**src/sv/activation_tanh_leaky_unit_macros.svh**
```systemverilog
// ----------------------------------------------------------------------------
// activation_tanh_leaky_unit assertion macros
// Concurrent check helpers, clocked on clk and disabled while rst_n is low.
// ----------------------------------------------------------------------------
`ifndef ACTIVATION_TANH_LEAKY_UNIT_MACROS_SVH
`define ACTIVATION_TANH_LEAKY_UNIT_MACROS_SVH

`ifndef SYNTHESIS

// same-cycle implication
`define ATLU_ASSERT_IMP(lbl, ante, cons) \
  lbl: assert property (@(posedge clk) disable iff (!rst_n) (ante) |-> (cons)) \
    else $error("assertion failed: same-cycle implication");

// next-cycle implication
`define ATLU_ASSERT_NXT(lbl, ante, cons) \
  lbl: assert property (@(posedge clk) disable iff (!rst_n) (ante) |=> (cons)) \
    else $error("assertion failed: next-cycle implication");

`else

`define ATLU_ASSERT_IMP(lbl, ante, cons)
`define ATLU_ASSERT_NXT(lbl, ante, cons)

`endif

`endif

```
**src/sv/atlu_pkg.sv**
```systemverilog
// ----------------------------------------------------------------------------
// atlu_pkg
// Shared types and fixed constants of the tanh / leaky activation unit.
// ----------------------------------------------------------------------------
package atlu_pkg;

  // sample width
  localparam int DATA_W = 16;

  // request operation codes
  typedef enum logic [1:0] {
    OP_EVAL     = 2'd0,
    OP_WR_BASE  = 2'd1,
    OP_WR_SLOPE = 2'd2
  } op_t;

  // configuration register indexes
  localparam logic CFG_ACT_MODE     = 1'b0;
  localparam logic CFG_PREACT_SHIFT = 1'b1;

  // tanh domain conversion and saturation levels
  localparam int TANH_Q = 14;
  localparam logic signed [DATA_W-1:0] SAT_POS = 16'sd32767;
  localparam logic signed [DATA_W-1:0] SAT_NEG = -16'sd32767;
  localparam logic signed [DATA_W-1:0] SAT_MIN = -16'sd32768;

  // leaky slope in Q15 with round-half-up
  localparam int LEAKY_SLOPE = 328;
  localparam int LEAKY_ROUND = 16384;
  localparam int LEAKY_SHIFT = 15;

  // decoded sample from the index stage
  typedef struct packed {
    logic                     sat_pos;
    logic                     sat_neg;
    logic signed [DATA_W-1:0] leaky;
  } prep_t;

endpackage

```
**src/sv/atlu_prep.sv**
```systemverilog
// ----------------------------------------------------------------------------
// atlu_prep
// Moves a sample into the tanh table domain and computes the leaky result.
// ----------------------------------------------------------------------------
module atlu_prep #(
  parameter int SEGMENTS  = 4096,
  parameter int FRAC_BITS = 6
) (
  input  logic signed [atlu_pkg::DATA_W-1:0] sample,
  input  logic signed [5:0]                  preact_shift,
  output logic [$clog2(SEGMENTS)-1:0]        seg_addr,
  output logic [FRAC_BITS-1:0]               frac,
  output atlu_pkg::prep_t                    prep
);

  localparam int AW    = $clog2(SEGMENTS);
  localparam int DW    = atlu_pkg::DATA_W;
  // any nonzero sample shifted left this far is out of range
  localparam int LMAX  = AW + FRAC_BITS;
  localparam int LSW   = $clog2(LMAX + 1);
  localparam int W     = DW + LMAX + 1;
  localparam int LIM   = (SEGMENTS / 2) << FRAC_BITS;
  localparam logic signed [W-1:0] LIM_HI  = W'(LIM - 1);
  localparam logic signed [W-1:0] LIM_LO  = W'(-LIM);
  localparam logic signed [W-1:0] SEG_MID = W'(SEGMENTS / 2);
  localparam int LKW   = 26;

  logic signed [6:0]     to_q;
  logic [6:0]            q_u;
  logic [6:0]            r_u;
  logic [LSW-1:0]        lsh;
  logic signed [W-1:0]   c_ext;
  logic signed [W-1:0]   v;
  logic signed [W-1:0]   v_seg;
  logic signed [W-1:0]   seg_sum;
  logic signed [LKW-1:0] lk_sum;
  logic signed [LKW-1:0] lk_sh;

  // shift amount into the table domain
  assign to_q  = $signed({preact_shift[5], preact_shift}) + 7'(atlu_pkg::TANH_Q);
  assign q_u   = to_q;
  assign r_u   = 7'(-to_q);
  assign c_ext = $signed({{(W-DW){sample[DW-1]}}, sample});

  // exact left shift (clamped) or flooring right shift
  always_comb begin
    if (q_u > 7'(LMAX)) begin
      lsh = LSW'(LMAX);
    end else begin
      lsh = LSW'(q_u);
    end
    if (!to_q[6]) begin
      v = c_ext <<< lsh;
    end else begin
      v = c_ext >>> r_u;
    end
  end

  // segment and fraction
  assign v_seg    = v >>> FRAC_BITS;
  assign seg_sum  = v_seg + SEG_MID;
  assign seg_addr = seg_sum[AW-1:0];
  assign frac     = v[FRAC_BITS-1:0];

  // range limits
  assign prep.sat_pos = (v >= LIM_HI);
  assign prep.sat_neg = (v <= LIM_LO);

  // leaky branch for negative samples, result always fits 16 bits
  assign lk_sum = $signed({{(LKW-DW){sample[DW-1]}}, sample})
                * $signed(LKW'(atlu_pkg::LEAKY_SLOPE))
                + $signed(LKW'(atlu_pkg::LEAKY_ROUND));
  assign lk_sh  = lk_sum >>> atlu_pkg::LEAKY_SHIFT;
  assign prep.leaky = sample[DW-1] ? lk_sh[DW-1:0] : sample;

endmodule

```
**config.mk**
```make
export PLATFORM = sky130hd
export DESIGN_NAME = atlu_prep
export DESIGN_NICKNAME = d
export VERILOG_FILES = /design/src/sv/activation_tanh_leaky_unit_macros.svh /design/src/sv/atlu_pkg.sv /design/src/sv/atlu_prep.sv
export SDC_FILE = /design/constraint.sdc
export NUM_CORES = 1
export LEC_CHECK = 0
export BUFFER_PORTS_ARGS = -buffer_cell sky130_fd_sc_hd__buf_2
export CORE_MARGIN = 10
export CORE_UTILIZATION = 63
export DETAILED_ROUTE_END_ITERATION = 10
export PLACE_DENSITY = 0.89
export SLEW_MARGIN = 25
export SYNTH_ARGS = -nofsm -noshare
export SYNTH_HDL_FRONTEND = slang
export SYNTH_SLANG_ARGS = --single-unit
```
**constraint.sdc**
```tcl
create_clock -name vclk -period 7.46
set_input_delay 1.119 -clock vclk [all_inputs]
set_output_delay 1.119 -clock vclk [all_outputs]
set_load 0.01 [all_outputs]
```
==> results.yml <==
route:
  remaining_drc_errors: 0
  wl_um: 19900
  drt_iter0_drc: 1062
  postRouteAntennaNets: 0
  wl_per_cell_um: 23.7
  drt-pass1-iter-count: 6
  viasPerCell: 7.46
  dr_total_vias: 6271
placed_design:
  io_buffers: 58
  place.gp.congestion: 1.06
  dp.cells: 841
  hpwl_um: 15000
floorplan:
  core-area_um2: 7850
  rows: 32
  initial_core_util_pct: 65.6
  io_pins: 58
  die_h_um: 110
  die_w_um: 110
  dieArea_um2: 12200
power_and_ir_drop:
  p_per_area_nw_per_um2: 142
  leakage_nw: 2.44
  worst_ir_drop_vdd_mv: 0.175
worst_hold_path:
  hold_depth: 4
  hold_path_class: "primary input to output pin"
  whs_endpoint: "prep[8]"
  hp-start: "sample[8]"
timing:
  tns_ns: 0
  fmax_mhz: 144
  whs_ns: 2.70
  finalSetupViolCount: 0
  period_share_pct: 92.8
  relSlewSlack_pct: 31.5
  hold_viol: 0
  final_max_slew_viol_count: 0
  period_minus_slack_ns: 6.92
  tightest_slew_ns: 1.02
  grt_setup_unrepaired: "false"
setup_path:
  cp.arrival_ns: 5.80
  end_kind: "output pin"
  crit_buf_inv: 4
  cp_cell_sequence: "buf_2 > ha_1 > ha_1 > inv_1 > fa_1 > inv_1 > ha_1 > a21o_1 > a221oi_1 > nor2_1 > o31a_1 > o21a_1 > o21a_1 > nor4_2 > nand3b_1 > o311ai_1 > o21ai_0 > buf_2"
  slowest_delay_ns: 0.60
  path_class: "primary input to output pin"
  worst_path_dominant_cell_family: "compound AO/OA/AOI/OAI gates"
  cp.required_ns: 6.34
  cpMostUsedCell: "ha_1"
  crit_fanout: 12
  startpoint_type: "primary input"
  slowest_stage: "o311ai_1"
synth:
  syn_nets: 807
  synthTopCellsByArea: "ha_1 (13%), mux2i_1 (7.0%), fa_1 (5.8%), inv_1 (5.3%), a21oi_1 (4.9%)"
  ys_seq_area_share_pct: 0
  ys.warnings.count: 0
  synth_area_um2: 5150
  syn_inst: 716
  yosysTopAreaCellShare_pct: 13.1
  synth.avg_cell_area_um2: 7.19
  ys_types: 88
  yosys.area.top_type: "ha_1"
cts:
  cts_hold_buf: 0
  post_cts_buffers: 0
  post_cts_resized: 0
global_route:
  grt_max_degree: 53
  grt_pass1_vias: 5856
  grt_usage_pct: 31.8
  grt-ovfl-total: 0
  grt_pass1_wl_um: 31400
  antenna_found_initial: 0
cells_and_area:
  drive_gt1_share_pct: 16.8
  num-clock-buffers: 0
  stdcell_count: 841
  area_delta_synth_final_pct: 6.42
  antennaDiodeCount: 0
  layout.nets: 832
  final_core_util_pct: 69.8
  seq_cells: 0
  multi_input_area_um2: 4640
  ff_latch_area_um2: 0
  fill_cells: 650
run:
  drv_cap: 0
outcome:
  status: "completed"
where the power goes:
group	total (mW)	internal, mW	switching (mW)	leakage, nW
combinational	0.780	0.300	0.479	2.44
sequential	0	0	0	0
clock	0	0	0	0
total	0.780	0.300	0.479	2.44
worst max-delay path by stage:
stage / slack, ns / from / cells past startpoint / endpoint
after global placement: 0.78 / sample[4] / 18 / prep[11]
after global routing: 0.26 / sample[4] / 18 / prep[11]
after floorplan: 1.29 / sample[2] / 18 / prep[9]
after CTS: 0.61 / sample[4] / 18 / prep[10]
after detailed placement: 0.61 / sample[4] / 18 / prep[10]
final: 0.54 / sample[4] / 18 / prep[10]
synthesized netlist by cell type, types with 3 or more instances:
master,instances
or3_1,6
o22ai_1,11
o21ai_0,47
a221oi_1,7
o221ai_1,4
a41oi_1,12
a21boi_0,3
a21o_1,5
nand4_1,7
nand3_1,16
nand2b_1,4
buf_4,5
a211o_1,5
fa_1,15
a32o_1,4
xor2_1,11
mux2_2,5
nor4_1,5
nor3_1,19
or2_2,3
a21oi_1,50
o211ai_1,5
ha_1,54
clkbuf_1,34
o31ai_1,5
mux2i_1,36
a31oi_1,10
nand2_1,56
inv_1,72
a2111oi_4,3
nor2_1,49
a211oi_1,13
o21a_1,7
o21ai_1,4
o221a_2,6
mux4_2,10
o32ai_1,4
and2_1,5
o31a_1,3
a32oi_1,3
nor2b_1,9
xnor2_1,14
buf_2,12
cell type report:
type	instances	area share [%]
inverter	73	5.00
tap	102	2.33
timing repair buffer	77	7.90
multi-input combinational	589	84.8
through the flow:
step / setup slack, ns / power [mW] / instance area, µm²
floorplan: 1.29 / 0.538 / 5150
global route: 0.258 / 0.838 / 5480
global placement: 0.779 / 0.728 / 5470
detailed placement: 0.612 / 0.746 / 5470
finish: 0.539 / 0.780 / 5480
CTS: 0.606 / 0.752 / 5470
cells by family (layout without fill, tap and decap cells):
group | after synthesis | count (layout) | synth area share [%]
AOI/OAI and AO/OA | 247 | 247 | 35.1
buffers and inverters | 127 | 150 | 10.1
muxes | 51 | 51 | 12.5
xor gates and xnor gates | 26 | 26 | 4.57
and+or+nand+nor | 196 | 196 | 18.9
adders and majority gates | 69 | 69 | 19.0
cell usage in the layout, fill, tap and decap left out, types with 12 or more instances in the layout:
cell type	netlist	routed
xnor2_1	14	13
buf_4	5	19
buf_2	12	58
ha_1	54	54
nor3_1	19	18
a211oi_1	13	13
nor2_1	49	49
o21ai_0	47	47
nand2_1	56	56
inv_1	72	72
fa_1	15	15
a21oi_1	50	50
mux2i_1	36	36
nand3_1	16	16
a41oi_1	12	12
per-layer routing:
metal	vias up	GRT usage, %	part of all wire [%]
met4	0	11.4	4.3
met5	-	0	0
met2	569	48.2	43
li1	2746	-	-
met3	95	8.24	15
met1	2861	42.5	38
(Power assumes the default switching activity.)
